==> src/rtl/assert_macros.svh <==
// Assertion macros included by the top-level RTL file.
`ifndef ASSERT_MACROS_SVH
`define ASSERT_MACROS_SVH

// Same-cycle implication, disabled during reset.
`define ASSERT_IMPLIES(label, clk, rst, ante, cons, msg) \
  label: assert property (@(posedge clk) disable iff (rst) (ante) |-> (cons)) else $error(msg);

// Next-cycle implication, disabled during reset.
`define ASSERT_NEXT(label, clk, rst, ante, cons, msg) \
  label: assert property (@(posedge clk) disable iff (rst) (ante) |=> (cons)) else $error(msg);

`endif

==> src/rtl/rtp_pkg.sv <==
// Types, codes and constants of the retransmit timer pool.
package rtp_pkg;

  localparam int SLOTS_DEFAULT = 8;
  localparam int CLOCK_W       = 40;
  localparam logic [CLOCK_W-1:0] CLOCK_MAX = '1;

  localparam logic [15:0] TIMEOUT_RESET = 16'd1000;
  localparam logic [7:0]  RETRY_RESET   = 8'd5;

  // command codes
  localparam logic [3:0] CMD_TICK    = 4'd0;
  localparam logic [3:0] CMD_ACQUIRE = 4'd1;
  localparam logic [3:0] CMD_INIT    = 4'd2;
  localparam logic [3:0] CMD_START   = 4'd3;
  localparam logic [3:0] CMD_STOP    = 4'd4;
  localparam logic [3:0] CMD_CHECK   = 4'd5;
  localparam logic [3:0] CMD_RETRY   = 4'd6;
  localparam logic [3:0] CMD_DEINIT  = 4'd7;
  localparam logic [3:0] CMD_RELEASE = 4'd8;

  // status codes
  localparam logic [1:0] ST_OK        = 2'd0;
  localparam logic [1:0] ST_INVALID   = 2'd1;
  localparam logic [1:0] ST_NO_SLOT   = 2'd2;
  localparam logic [1:0] ST_EXHAUSTED = 2'd3;

  // configuration register indexes
  localparam logic CFG_TIMEOUT = 1'b0;
  localparam logic CFG_RETRY   = 1'b1;

  typedef struct packed {
    logic [3:0] cmd;
    logic [2:0] slot;
  } in_t;

  typedef struct packed {
    logic [1:0] status;
    logic [2:0] granted_slot;
    logic       is_running;
    logic       is_expired;
    logic       retry_left;
    logic [7:0] retries_done;
  } out_t;

  // per-slot record held in the slot memory
  typedef struct packed {
    logic               running;
    logic               expired;
    logic [7:0]         retries;
    logic [CLOCK_W-1:0] deadline;
  } entry_t;

  // side effects of one command outside the slot record
  typedef struct packed {
    logic wr_entry;
    logic set_taken;
    logic clr_taken;
    logic tick;
  } ctl_t;

  typedef enum logic {
    S_IDLE,
    S_EXEC
  } state_t;

endpackage

==> src/rtl/retransmit_timer_pool.sv <==
// Retransmit timer pool: top level with command sequencer and slot memory.
// Flow: accepting a command beat starts the registered slot memory read and
//   moves to execute, where the read-modify-write waits for a free result register;
//   a new command is accepted only in idle, so output stalls hold the next one.
// Reset: clock, taken flags and entry valid bits clear at once; timeout 1000,
//   retry limit 5. No clearing pass: entries not yet written read as zero.
module retransmit_timer_pool #(
  parameter int SLOTS = rtp_pkg::SLOTS_DEFAULT
) (
  input  logic           clk,
  input  logic           rst,
  input  logic           in_valid,
  output logic           in_ready,
  input  rtp_pkg::in_t   in_data,
  output logic           out_valid,
  input  logic           out_ready,
  output rtp_pkg::out_t  out_data,
  input  logic           cfg_we,
  input  logic           cfg_index,
  input  logic [15:0]    cfg_data
);
  import rtp_pkg::*;

  `include "assert_macros.svh"

  localparam int AW = (SLOTS > 1) ? $clog2(SLOTS) : 1;
  localparam int EW = $bits(entry_t);

  state_t state, state_next;

  // configuration registers
  logic [15:0] timeout_len;
  logic [7:0]  retry_limit;

  // shared clock and per-slot flags kept in flops
  logic [CLOCK_W-1:0] now_ms;
  logic [SLOTS-1:0]   taken;
  logic [SLOTS-1:0]   ent_valid;   // entry written since reset

  // command held while it executes
  logic [3:0]    item_cmd;
  logic [AW-1:0] item_addr;
  logic          item_in_range;
  logic          item_found;

  // accept-side decode
  logic          accept;
  logic          finish;
  logic          free_found;
  logic [AW-1:0] free_idx;
  logic          slot_in_range;
  logic [AW-1:0] acc_addr;

  // slot memory
  logic          ram_we;
  logic [EW-1:0] ram_q;
  entry_t        entry_q;
  entry_t        entry_d;
  ctl_t          ctl;
  out_t          result;

  assign accept = in_valid && in_ready;

  // lowest free slot
  always_comb begin
    free_found = 1'b0;
    free_idx   = '0;
    for (int i = SLOTS - 1; i >= 0; i--) begin
      if (!taken[i]) begin
        free_found = 1'b1;
        free_idx   = AW'(i);
      end
    end
  end

  // slot field is 3 bits; a small pool can be addressed past its end
  assign slot_in_range = 7'(in_data.slot) < 7'(SLOTS);
  assign acc_addr      = (in_data.cmd == CMD_ACQUIRE) ? free_idx : AW'(in_data.slot);

  always_ff @(posedge clk) begin
    if (accept) begin
      item_cmd      <= in_data.cmd;
      item_addr     <= acc_addr;
      item_in_range <= slot_in_range;
      item_found    <= free_found;
    end
  end

  rtp_ram #(
    .WIDTH (EW),
    .DEPTH (SLOTS)
  ) u_slot_ram (
    .clk   (clk),
    .we    (ram_we),
    .waddr (item_addr),
    .wdata (entry_d),
    .re    (accept),
    .raddr (acc_addr),
    .rdata (ram_q)
  );

  // an entry never written reads as its reset value (all zero)
  assign entry_q = ent_valid[item_addr] ? entry_t'(ram_q) : '0;

  rtp_exec #(
    .AW (AW)
  ) u_exec (
    .cmd         (item_cmd),
    .in_range    (item_in_range),
    .acq_found   (item_found),
    .addr        (item_addr),
    .entry_q     (entry_q),
    .now_ms      (now_ms),
    .timeout_len (timeout_len),
    .retry_limit (retry_limit),
    .entry_d     (entry_d),
    .ctl         (ctl),
    .result      (result)
  );

  // next state
  always_comb begin
    state_next = state;
    unique case (state)
      S_IDLE: begin
        if (accept) begin
          state_next = S_EXEC;
        end
      end
      S_EXEC: begin
        if (finish) begin
          state_next = S_IDLE;
        end
      end
      default: state_next = S_IDLE;
    endcase
  end

  // sequencer outputs: execution completes once the output register is free
  always_comb begin
    in_ready = 1'b0;
    finish   = 1'b0;
    ram_we   = 1'b0;
    unique case (state)
      S_IDLE: begin
        in_ready = 1'b1;
      end
      S_EXEC: begin
        finish = !out_valid || out_ready;
        ram_we = finish && ctl.wr_entry;
      end
      default: begin
        in_ready = 1'b0;
      end
    endcase
  end

  always_ff @(posedge clk) begin
    if (rst) begin
      state       <= S_IDLE;
      timeout_len <= TIMEOUT_RESET;
      retry_limit <= RETRY_RESET;
      now_ms      <= '0;
      taken       <= '0;
      ent_valid   <= '0;
      out_valid   <= 1'b0;
    end else begin
      state <= state_next;
      if (cfg_we) begin
        unique case (cfg_index)
          CFG_TIMEOUT: timeout_len <= cfg_data;
          CFG_RETRY:   retry_limit <= cfg_data[7:0];
          default:     timeout_len <= timeout_len;
        endcase
      end
      if (finish) begin
        if (ctl.tick && (now_ms != CLOCK_MAX)) begin
          now_ms <= now_ms + CLOCK_W'(1);
        end
        if (ctl.set_taken) begin
          taken[item_addr] <= 1'b1;
        end
        if (ctl.clr_taken) begin
          taken[item_addr] <= 1'b0;
        end
        if (ctl.wr_entry) begin
          ent_valid[item_addr] <= 1'b1;
        end
      end
      if (finish) begin
        out_valid <= 1'b1;
      end else if (out_ready) begin
        out_valid <= 1'b0;
      end
    end
  end

  // result register, loaded only when it is free or being drained
  always_ff @(posedge clk) begin
    if (finish) begin
      out_data <= result;
    end
  end

  `ASSERT_NEXT(a_accept_exec, clk, rst, accept, state == S_EXEC, "accepted beat not executing")
  `ASSERT_IMPLIES(a_we_exec, clk, rst, ram_we, state == S_EXEC && finish, "stray slot write")
  `ASSERT_NEXT(a_clock_mono, clk, rst, 1'b1, now_ms >= $past(now_ms), "clock went backward")
  `ASSERT_NEXT(a_finish_out, clk, rst, finish, out_valid && state == S_IDLE, "result beat lost")

endmodule

==> src/rtl/rtp_ram.sv <==
// Generic single-write, single-read RAM with registered read data.
module rtp_ram #(
  parameter int WIDTH  = 8,
  parameter int DEPTH  = 8,
  parameter int ADDR_W = (DEPTH > 1) ? $clog2(DEPTH) : 1
) (
  input  logic              clk,
  input  logic              we,
  input  logic [ADDR_W-1:0] waddr,
  input  logic [WIDTH-1:0]  wdata,
  input  logic              re,
  input  logic [ADDR_W-1:0] raddr,
  output logic [WIDTH-1:0]  rdata
);

  logic [WIDTH-1:0] mem [DEPTH];

  always_ff @(posedge clk) begin
    if (we) begin
      mem[waddr] <= wdata;
    end
    if (re) begin
      rdata <= mem[raddr];
    end
  end

endmodule

==> src/rtl/rtp_exec.sv <==
// Command execution: new slot record, side effects and result beat.
module rtp_exec #(
  parameter int AW = 3
) (
  input  logic [3:0]                  cmd,
  input  logic                        in_range,
  input  logic                        acq_found,
  input  logic [AW-1:0]               addr,
  input  rtp_pkg::entry_t             entry_q,
  input  logic [rtp_pkg::CLOCK_W-1:0] now_ms,
  input  logic [15:0]                 timeout_len,
  input  logic [7:0]                  retry_limit,
  output rtp_pkg::entry_t             entry_d,
  output rtp_pkg::ctl_t               ctl,
  output rtp_pkg::out_t               result
);
  import rtp_pkg::*;

  logic [CLOCK_W:0]   dl_sum;
  logic [CLOCK_W-1:0] dl_armed;
  logic [1:0]         status;
  logic               report;

  assign dl_sum   = {1'b0, now_ms} + (CLOCK_W + 1)'(timeout_len);
  assign dl_armed = dl_sum[CLOCK_W] ? CLOCK_MAX : dl_sum[CLOCK_W-1:0];

  always_comb begin
    entry_d = entry_q;
    ctl     = '0;
    status  = ST_OK;
    report  = 1'b1;
    if (cmd == CMD_TICK) begin
      ctl.tick = 1'b1;
      report   = 1'b0;
    end else if (cmd == CMD_ACQUIRE) begin
      if (acq_found) begin
        ctl.set_taken   = 1'b1;
        ctl.wr_entry    = 1'b1;
        entry_d.running = 1'b0;
        entry_d.expired = 1'b0;
        entry_d.retries = '0;
      end else begin
        status = ST_NO_SLOT;
        report = 1'b0;
      end
    end else if (!in_range) begin
      status = ST_INVALID;
      report = 1'b0;
    end else begin
      unique case (cmd)
        CMD_INIT: begin
          ctl.wr_entry = 1'b1;
          entry_d      = '0;
        end
        CMD_START: begin
          ctl.wr_entry     = 1'b1;
          entry_d.running  = 1'b1;
          entry_d.expired  = 1'b0;
          entry_d.deadline = dl_armed;
        end
        CMD_STOP: begin
          ctl.wr_entry    = 1'b1;
          entry_d.running = 1'b0;
          entry_d.expired = 1'b0;
        end
        CMD_CHECK: begin
          if (!entry_q.running || (now_ms < entry_q.deadline)) begin
            status = ST_INVALID;
          end else begin
            ctl.wr_entry    = 1'b1;
            entry_d.running = 1'b0;
            entry_d.expired = 1'b1;
          end
        end
        CMD_RETRY: begin
          if (entry_q.retries >= retry_limit) begin
            status = ST_EXHAUSTED;
          end else begin
            ctl.wr_entry     = 1'b1;
            entry_d.retries  = entry_q.retries + 8'd1;
            entry_d.running  = 1'b1;
            entry_d.expired  = 1'b0;
            entry_d.deadline = dl_armed;
          end
        end
        CMD_DEINIT: begin
          ctl.wr_entry    = 1'b1;
          entry_d.running = 1'b0;
          entry_d.expired = 1'b0;
          entry_d.retries = '0;
        end
        CMD_RELEASE: begin
          ctl.clr_taken = 1'b1;
        end
        default: begin
          status = ST_INVALID;
        end
      endcase
    end
  end

  always_comb begin
    result        = '0;
    result.status = status;
    if (report) begin
      result.is_running   = entry_d.running;
      result.is_expired   = entry_d.expired;
      result.retry_left   = entry_d.retries < retry_limit;
      result.retries_done = entry_d.retries;
    end
    if (cmd == CMD_ACQUIRE && acq_found) begin
      result.granted_slot = 3'(addr);
    end
  end

endmodule

==> config.mk <==
export PLATFORM = sky130hd
export DESIGN_NAME = retransmit_timer_pool
export DESIGN_NICKNAME = d
export VERILOG_FILES = /design/src/rtl/rtp_pkg.sv /design/src/rtl/retransmit_timer_pool.sv /design/src/rtl/rtp_ram.sv /design/src/rtl/rtp_exec.sv
export VERILOG_INCLUDE_DIRS = /design/src /design/src/rtl
export SDC_FILE = /design/constraint.sdc
export NUM_CORES = 1
export LEC_CHECK = 0
export ABC_AREA = 1
export BUFFER_PORTS_ARGS = -buffer_cell sky130_fd_sc_hd__buf_4
export CAP_MARGIN = 20
export CORE_MARGIN = 4
export CORE_UTILIZATION = 25
export CTS_CLUSTER_DIAMETER = 60
export DETAILED_ROUTE_END_ITERATION = 12
export PLACE_DENSITY = 0.4
export SYNTH_ARGS = -nofsm -noshare
export SYNTH_HDL_FRONTEND = slang
export SYNTH_SLANG_ARGS = --single-unit
==> constraint.sdc <==
create_clock -name clk -period 8.2 [get_ports clk]
set_input_delay 1.64 -clock clk [delete_from_list [all_inputs] [get_ports clk]]
set_output_delay 1.64 -clock clk [all_outputs]
set_load 0.05 [all_outputs]
==> results.ini, run 1 <==
[routing]
drt-pass1-iter-count=6
drtIter0Drc=1151
wl_per_cell_um=19.8
drc=0
ant_nets=0
vias=18300
totalWireLength_mm=77.4
viasPerCell=4.67

[layout]
seq_area_mm2=0.0159
layout_common_cells=edfxtp_1, nor2_1, nand2_1
area_delta_synth_final_pct=16.0
diodes=0
nets=2600
drive_gt1_frac=0.108
layout_commonest_cell=edfxtp_1
fill_cells=10500
multi_input_area_mm2=0.00847

[worst_setup_path]
critical_path_class=flip-flop to flip-flop
cpMostUsedCell=nand2_1
endpoint_kind=flip-flop
required_ps=8430
cp_max_fo=51
r2r_start=item_addr[0]
crit_chain=inv_4, nand2_1, nand2_1, nor2_2, nor2_2, nand2_4, nand2_1, ha_1, nand4_1, nor3_1, nand2_1, nor4_1, nand2_1, nand2_1, nand2_2, nand3_4, nand3_1, inv_2, buf_4
critPathLaunchType=flip-flop
critPathMaxStageDelay_ps=620
cpMaxStageDelayCell=inv_2
critPathLaunch=item_addr[0]
worst-endpoint-arrival_ps=5510

[sta]
period_share=0.644
finalSetupTns_ps=0
hold_viol=0
hold_ws_ps=460
fin_crit_ps=5280
worst_slew_pin_slew_ps=991
fin_skew_ps=16.8
setup_viol=0
final_max_slew_viol_count=0
rsz0062_at_grt=false
slew_headroom=0.332
fmaxAchievable_mhz=189

[logic_synthesis]
synth.avg_cell_area_um2=10.4
syn_inst=2452
synth_cell_types=58
syn_area_mm2=0.0255
synth_seq_area_share=0.622
synthSimpleGateAreaFrac=0.153
synth-main-ff-cell=edfxtp_1
synthArstFlopShare=0
synth_top_family_by_area=simple AND/OR/NAND/NOR gates
synth_compound_area_frac=0.138
synth_edf_count=474
synth_xor_area_frac=0.00378
muxShareOfSynthArea=0
synth_warnings=0
syn_nets=2554
synth-adder-area-share=0.0361
ys_ff_latch=556

[clock_network]
cts-root-buf=clkbuf_16
numCtsBuffers=70
cts_hold_buffers=0
cts_setup_buffers=0
insertion_delay_ps=610
clockBufferDepth=3
cts-resized-gates=0
htreeDepth=3
clk_pin_slew_ps=60
cts_tree=yes
cts_sinks=556

[power_and_ir_drop]
leakagePower_nw=10.3
power_density_mw_per_mm2=222
report.power.total_w=0.00656
ir_drop_v=0.000113

[grt]
antenna_found_initial=0
grt_pass1_vias=18100
grt_overflow=0
grt_use_total=0.142
grt_first_pass_wirelength_mm=117
grt_start_max_net_pins=116

[die]
dieArea_mm2=0.107
die-height_um=327
die_w_um=327
io_pins=47
placementRows=116
coreArea_mm2=0.101
initial_core_util=0.253

[min_path]
min_from=ent_valid[6]
min_path_type=flip-flop to flip-flop

[place]
io_buffers=46
dp_hpwl_mm=48.6
gp_congestion=0.883

[outcome]
status=completed

[job]
maxCapViolCount=0

[cell usage after synthesis, drive strengths merged (7+ instances only)]
cell type | number | area, um2
xor2 | 10 | 87.6
o21a | 7 | 52.6
a31oi | 58 | 363
dfxtp | 82 | 1640
o22ai | 69 | 438
nand3 | 80 | 448
clkbuf | 65 | 244
nor3 | 56 | 320
inv | 188 | 708
or2 | 12 | 75.1
o21bai | 51 | 383
edfxtp | 474 | 14200
a21oi | 119 | 603
nor2 | 389 | 1550
o21ai | 304 | 1540
nand2 | 310 | 1210
nand4 | 22 | 153
buf | 40 | 230
nor4 | 16 | 128
ha | 72 | 901
[flip-flops by register name (all words and copies together) (netlist names), 3 cells and up]
name and cells:
item_addr 3, taken 8, item_cmd 4, u_slot_ram.rdata 50
timeout_len 16, u_slot_ram.mem 400, ent_valid 8, retry_limit 8
out_data 16, now_ms 40
[logic make-up (layout without fill, tap and decap cells)]
group	count (synthesis)	count (layout)
AO/OA/AOI/OAI	627	627
XOR/XNOR	11	11
buffers and inverters	296	393
AND/OR/NAND/NOR	889	889
flip-flops	556	556
adder cells (fa/ha/maj)	73	73
[cell type report]
cell class,count,area share
repair buffers,79,0.0211
clock inverters,28,0.00985
inverters,191,0.0246
well taps,1357,0.0574
flip-flops and latches,556,0.536
multi-input cells,1600,0.286
clock buffers,95,0.0648
[power by group]
group	total (W)	leakage, nW	switching [W]	internal [W]
Sequential	0.00315	5.07	0.0000295	0.00312
Combinational	0.000439	4.19	0.000318	0.000121
Clock	0.00297	1.07	0.00120	0.00177
Total	0.00656	10.3	0.00155	0.00502
[path summary, 6_finish.rpt]
path	end	slack, ps	depth (start not counted)
worst min register to register	ent_valid[6]	460	2
worst min-delay path	ent_valid[6]	460	2
worst max-delay path	u_slot_ram.mem[6][13]	2920	19
worst max register to register	u_slot_ram.mem[6][13]	2920	19
[worst max-delay path, delay by kind of cell (launching register included)]
| kind | cells | cell delay (ps) |
|---|---|---|
| adders and majority gates | 1 | 360 |
| buffers and inverters | 3 | 1320 |
| DFF | 1 | 570 |
| and+or+nand+nor | 15 | 2590 |
[stage by stage]
stage,util,cell area (um2),instances,setup WS [ps]
6_report,0.294,29600,3906,2920
5_1_grt,0.294,29600,3906,2460
2_1_floorplan,-,25500,2452,3590
4_1_cts,0.293,29600,3900,2810
3_5_place_dp,0.272,27300,3777,2850
3_3_place_gp,0.271,27300,3773,2920
[metal layers]
layer | vias to the layer above | global-route usage | routed length, um
li1 | 8814 | - | -
met1 | 9046 | 0.198 | 37000
met2 | 311 | 0.234 | 36200
met3 | 85 | 0.0198 | 2960
met4 | 0 | 0.0342 | 1230
met5 | - | 0 | 0
No activity file was read; power rests on OpenSTA's default activity.
==> inputs of run 2 (changes only) <==
- PLACE_DENSITY: 0.4 -> 0.41
- clock period: 8.2 -> 4.2 ns (I/O delays scaled with it)
==> run 2 against run 1 <==
  * Sequential power increased by 95%
  * Combinational power increased by 120%
  * Largest power group unchanged
  * Sequential share of layout area decreased by 1.1 points
  * Worst setup slack got worse by 2700 ps
  * Fmax increased by 33%
  * Highest routed layer unchanged
  * Worst hold slack got worse by 29 ps
==> results.ini, run 2 (synthesized netlist as in run 1, its figures left out) <==
[layout]
finalNonFillerCells=3966
layout_commonest_cell=edfxtp_1
area_delta_synth_final_pct=18.4
final_core_util=0.300
fill_cells=10500
diodes=0
largest_register_ffs=400
nets=2665
layout_common_cells=edfxtp_1, nor2_1, nand2_1
reg_top3=u_slot_ram.mem (400), u_slot_ram.rdata (50), now_ms (40)
largest-register=u_slot_ram.mem
drive_gt1_frac=0.132

[sta]
fin_skew_ps=13.8
rsz0062_at_grt=true
final_max_slew_viol_count=0
worst_slew_pin_slew_ps=979
fmaxAchievable_mhz=252
slew_headroom=0.347
period_share=0.946
layout_setup_ws_ps=229
fin_crit_ps=3970
setup_viol=0
hold_viol=0

[worst_setup_path]
required_ps=4490
reg2reg_to=u_slot_ram.mem[5][36]
worst-endpoint-arrival_ps=4260
critPathLaunchType=flip-flop
rrSetupSlack_ps=230
r2r_cells=21
endpoint_kind=flip-flop
critical_path_class=flip-flop to flip-flop
r2r_start=item_addr[1]
cp_max_fo=27

[clock_network]
cts_tree=yes
clk_pin_slew_ps=60
cts_sinks=556
numCtsBuffers=67
htreeDepth=3
insertion_delay_ps=600
clockBufferDepth=3
cts_hold_buffers=0
cts-root-buf=clkbuf_16

[routing]
viasPerCell=4.72
vias=18700
wl_per_cell_um=20.4
drt-pass1-iter-count=5
drtIter0Drc=1618
ant_nets=0
drc=0
totalWireLength_mm=80.8

[min_path]
min_from=in_data[3]
hold_path_depth=1
holdPathEnd=item_cmd[0]
min_path_type=input pin to flip-flop

[place]
dp_hpwl_mm=56.1
gp_congestion=0.881
pre_cts_ws_ps=127
place_inst=3848
io_buffers=46

[die]
io_pins=47
dieArea_mm2=0.107
die_w_um=327
initial_core_util=0.253
coreArea_mm2=0.101
die-height_um=327
placementRows=116

[grt]
antenna_found_initial=0
grt_first_pass_wirelength_mm=120
grt_pass1_vias=18000
grt_overflow=0
grt_use_total=0.147
grt_start_max_net_pins=157

[power_and_ir_drop]
power_density_mw_per_mm2=413
ir_drop_v=0.000291
report.power.total_w=0.0125
leakagePower_nw=10.7

[outcome]
status=completed

[job]
maxCapViolCount=0

[run 2: repair_timing]
item	in CTS	in global routing
gates resized for setup	0	4
setup buffers	0	2
endpoints found under the setup margin	0	209
[run 2: routing by layer]
layer | up-vias | track usage | share of wire
li1 | 8940 | - | -
met1 | 9198 | 0.220 | 0.49
met2 | 490 | 0.221 | 0.43
met3 | 88 | 0.0262 | 0.057
met4 | 0 | 0.0342 | 0.018
met5 | - | 0 | 0
[run 2: worst max-delay path by stage]
stage | startpoint | end | slack [ps] | depth (start not counted)
after floorplan | item_addr[1] | u_slot_ram.mem[2][0] | 100 | 20
after global placement | item_addr[1] | u_slot_ram.mem[4][38] | 130 | 20
after detailed placement | item_addr[1] | u_slot_ram.mem[5][38] | 130 | 20
after CTS | item_addr[1] | u_slot_ram.mem[5][19] | 100 | 20
after global routing | item_addr[1] | u_slot_ram.mem[5][0] | -20 | 21
final | item_addr[1] | u_slot_ram.mem[5][36] | 230 | 21
[run 2: report_power, final]
part           total (W)  leakage, nW  switching, W  internal (W)
Sequential       0.00614         5.07     0.0000456       0.00609
Clock            0.00540        0.983       0.00231       0.00309
Combinational   0.000947         4.62      0.000673      0.000274
[run 2: final cells by class]
type,instances,area (um2),share of cell area
clock buffer,83,1740,0.0575
clock inverter,32,278,0.00919
inverter,191,726,0.0240
multi-input combinational,1600,8480,0.281
sequential,556,15900,0.525
tap,1357,1700,0.0562
timing repair buffer,147,1430,0.0473
[run 2: worst max-delay path, cell delays in order (launching register included)]
cell and delay, ps:
edfxtp_1 450, nor2_2 220, nand3_1 100, nand2_1 90
nor2_2 50, nand2_4 140, buf_12 180, buf_4 150
nand2_1 70, ha_1 320, nand4_1 90, inv_1 80
nand4_1 100, nor4_1 320, nand2_1 90, nand2_1 150
nand2_2 70, buf_4 160, nand3_4 110, nand3_1 230
inv_2 180, buf_12 220
[run 2: stage by stage]
| stage | TNS [ps] | hold WS (ps) | area [um2] |
|---|---|---|---|
| after floorplan | 0 | 430 | 25500 |
| after global placement | 0 | 447 | 28200 |
| after detailed placement | 0 | 444 | 28200 |
| after CTS | 0 | 380 | 30200 |
| after global routing | -1030 | 404 | 30200 |
| final | 0 | 431 | 30200 |
==> inputs of run 3 (changes only) <==
--- a/config.mk
+++ b/config.mk
@@ -15,2 +15,3 @@
 export DETAILED_ROUTE_END_ITERATION = 12
+export GPL_TIMING_DRIVEN = 0
 export PLACE_DENSITY = 0.41
--- a/constraint.sdc
+++ b/constraint.sdc
@@ -3,2 +3,2 @@
 set_output_delay 0.84 -clock clk [all_outputs]
-set_load 0.05 [all_outputs]
+set_load 0.005 [all_outputs]
==> run 3 against run 2 <==
  * The run now ends with setup timing left
  * Clock skew is 23 ps higher
  * Critical path type unchanged
  * Worst setup slack worse by 270 ps
  * Via count is 5.4% higher
  * Clock power is 3% higher
  * Power is 2.4% higher
  * Highest routed layer unchanged
  * Wire length is 18% higher
  * Final area is 6.5% higher
  * Worst hold slack worse by 4.6 ps
  * Non-clock buffer count is 91 higher
  * Sequential power hardly changed
  * Count of clock-buffer cells in the layout is 1 higher
==> results.ini, run 3 (synthesized netlist as in run 1, its figures left out) <==
[routing]
vias=19700
drt-pass1-iter-count=5
totalWireLength_mm=95.2
wl_per_cell_um=23.3
ant_nets=0
drc=0
drtIter0Drc=1679
viasPerCell=4.83

[layout]
largest-register=u_slot_ram.mem
finalNonFillerCells=4085
largest_register_ffs=400
reg_top3=u_slot_ram.mem (400), u_slot_ram.rdata (50), now_ms (40)
drive_gt1_frac=0.167
fin_area_mm2=0.0322
layout_commonest_cell=edfxtp_1
layout_common_cells=edfxtp_1, nor2_1, nand2_1
fill_cells=10300
area_delta_synth_final_pct=26.1
nets=2778

[grt]
grt_use_total=0.172
grt_use_met1=0.242
grtUsageMet2=0.274
grt_first_pass_wirelength_mm=134
grt_pass1_vias=19100
grt_start_max_net_pins=30
use_met3=0.0266
top_usage_layer=met2
antenna_found_initial=3
grt_overflow=0

[sta]
layout_setup_ws_ps=-46.3
worst_slew_pin_slew_ps=1130
setup_viol=79
final_max_slew_viol_count=0
fmaxAchievable_mhz=236
period_share=1.01
slew_headroom=0.249
hold_viol=0
rsz0062_at_grt=true
fin_skew_ps=37.2
fin_crit_ps=4250

[power_and_ir_drop]
ir_drop_v=0.000296
power_density_mw_per_mm2=397
leakagePower_nw=11.4

[place]
io_buffers=46
dpl-instance-area_mm2=0.0278
pre_cts_ws_ps=-1710
gp_congestion=0.936
place_inst=3867
dp_hpwl_mm=62.1

[worst_setup_path]
critPathTopFamily=simple AND/OR/NAND/NOR gates
cpMostUsedCell=buf_12
path_buf_inv=7
worst-endpoint-arrival_ps=4540
critPathLaunchType=flip-flop
required_ps=4490
reg2reg_to=u_slot_ram.mem[4][38]
critical_path_class=flip-flop to flip-flop
r2r_cells=23
critPathMaxStageDelay_ps=450
rrSetupSlack_ps=-50
cpMaxStageDelayCell=edfxtp_1
endpoint_kind=flip-flop
cp_max_fo=8
crit_chain=buf_6, nor2_4, nand3_2, nand2_2, nor2_4, nand2_4, buf_12, buf_12, buf_12, nand2_2, ha_1, nand4_1, nor3_4, nand2_2, nor4_4, nand2_1, nand2_4, nand2_4, nand3_4, buf_12, nand3_4, inv_16, buf_16
r2r_start=item_addr[2]

[die]
die_w_um=327
initial_core_util=0.253
dieArea_mm2=0.107
coreArea_mm2=0.101
die-height_um=327
placementRows=116
io_pins=47

[clock_network]
numCtsBuffers=69
htreeDepth=3
cts_hold_buffers=0
clk_pin_slew_ps=60
insertion_delay_ps=620
cts-root-buf=clkbuf_16
cts_tree=yes
cts_sinks=556
clockBufferDepth=3

[outcome]
violations=setup timing
status=finished with violations

[min_path]
min_path_type=input pin to flip-flop
holdPathEnd=item_cmd[0]
min_from=in_data[3]
hold_path_depth=1

[job]
maxCapViolCount=0

## run 3: cell type report
class,instances,area (um2),area share
timing repair inverter,20,322,0.00999
buffer,105,566,0.0176
tap,1357,1700,0.0528
multi-input combinational,1600,9030,0.281
timing repair buffer,133,1790,0.0555
sequential,556,15900,0.493
antenna,3,7.51,0.000233
clock inverter,36,263,0.00816
inverter,191,855,0.0266
clock buffer,84,1780,0.0554
## run 3: metrics by stage
step	total power (W)	util	setup TNS [ps]	hold WS (ps)
floorplan	0.00676	-	0	430
global placement	0.00719	0.274	-1650500	437
detailed placement	0.00720	0.276	-808110	442
CTS	0.0129	0.312	-6840	385
global route	0.0132	0.319	-67030	408
finish	0.0128	0.320	-1030	427
## run 3: worst max path at each step
stage,start,end,slack (ps),depth (start not counted)
floorplan,item_addr[1],u_slot_ram.mem[2][0],100,20
global placement,item_addr[2],u_slot_ram.mem[6][32],-3180,20
detailed placement,item_addr[2],u_slot_ram.mem[0][31],-1710,21
CTS,item_addr[2],out_data[8],-140,26
global route,item_addr[0],u_slot_ram.mem[1][17],-230,21
finish,item_addr[2],u_slot_ram.mem[4][38],-50,23
## run 3: worst reg2reg max path: cells and delay by family, from the launching register on
family,cells,cell delay (ps)
buffers and inverters,7,1070
adder cells (fa/ha/maj),1,370
AND/OR/NAND/NOR,15,2020
flip-flops,1,450
## run 3: power by group
part / internal [W] / switching, W / leakage (nW) / total (W)
logic: 0.000341 / 0.000755 / 5.31 / 0.00110
registers: 0.00609 / 0.0000459 / 5.07 / 0.00614
clock network: 0.00316 / 0.00239 / 1.01 / 0.00555
total: 0.00959 / 0.00319 / 11.4 / 0.0128
## run 3: what timing repair did
| item | 4_1_cts | 5_1_grt |
|---|---|---|
| pin swaps | 29 | 16 |
| buffers inserted | 43 | 17 |
| endpoints found under the setup margin | 756 | 703 |
| gates cloned | 25 | 9 |
| resized for setup | 207 | 56 |
## run 3: layer usage
| layer | routed length (um) | share of wire | up-vias |
|---|---|---|---|
| li1 | - | - | 9225 |
| met1 | 44100 | 0.46 | 9835 |
| met2 | 43100 | 0.45 | 545 |
| met3 | 5410 | 0.057 | 128 |
| met4 | 2620 | 0.027 | 0 |
| met5 | 0 | 0 | - |
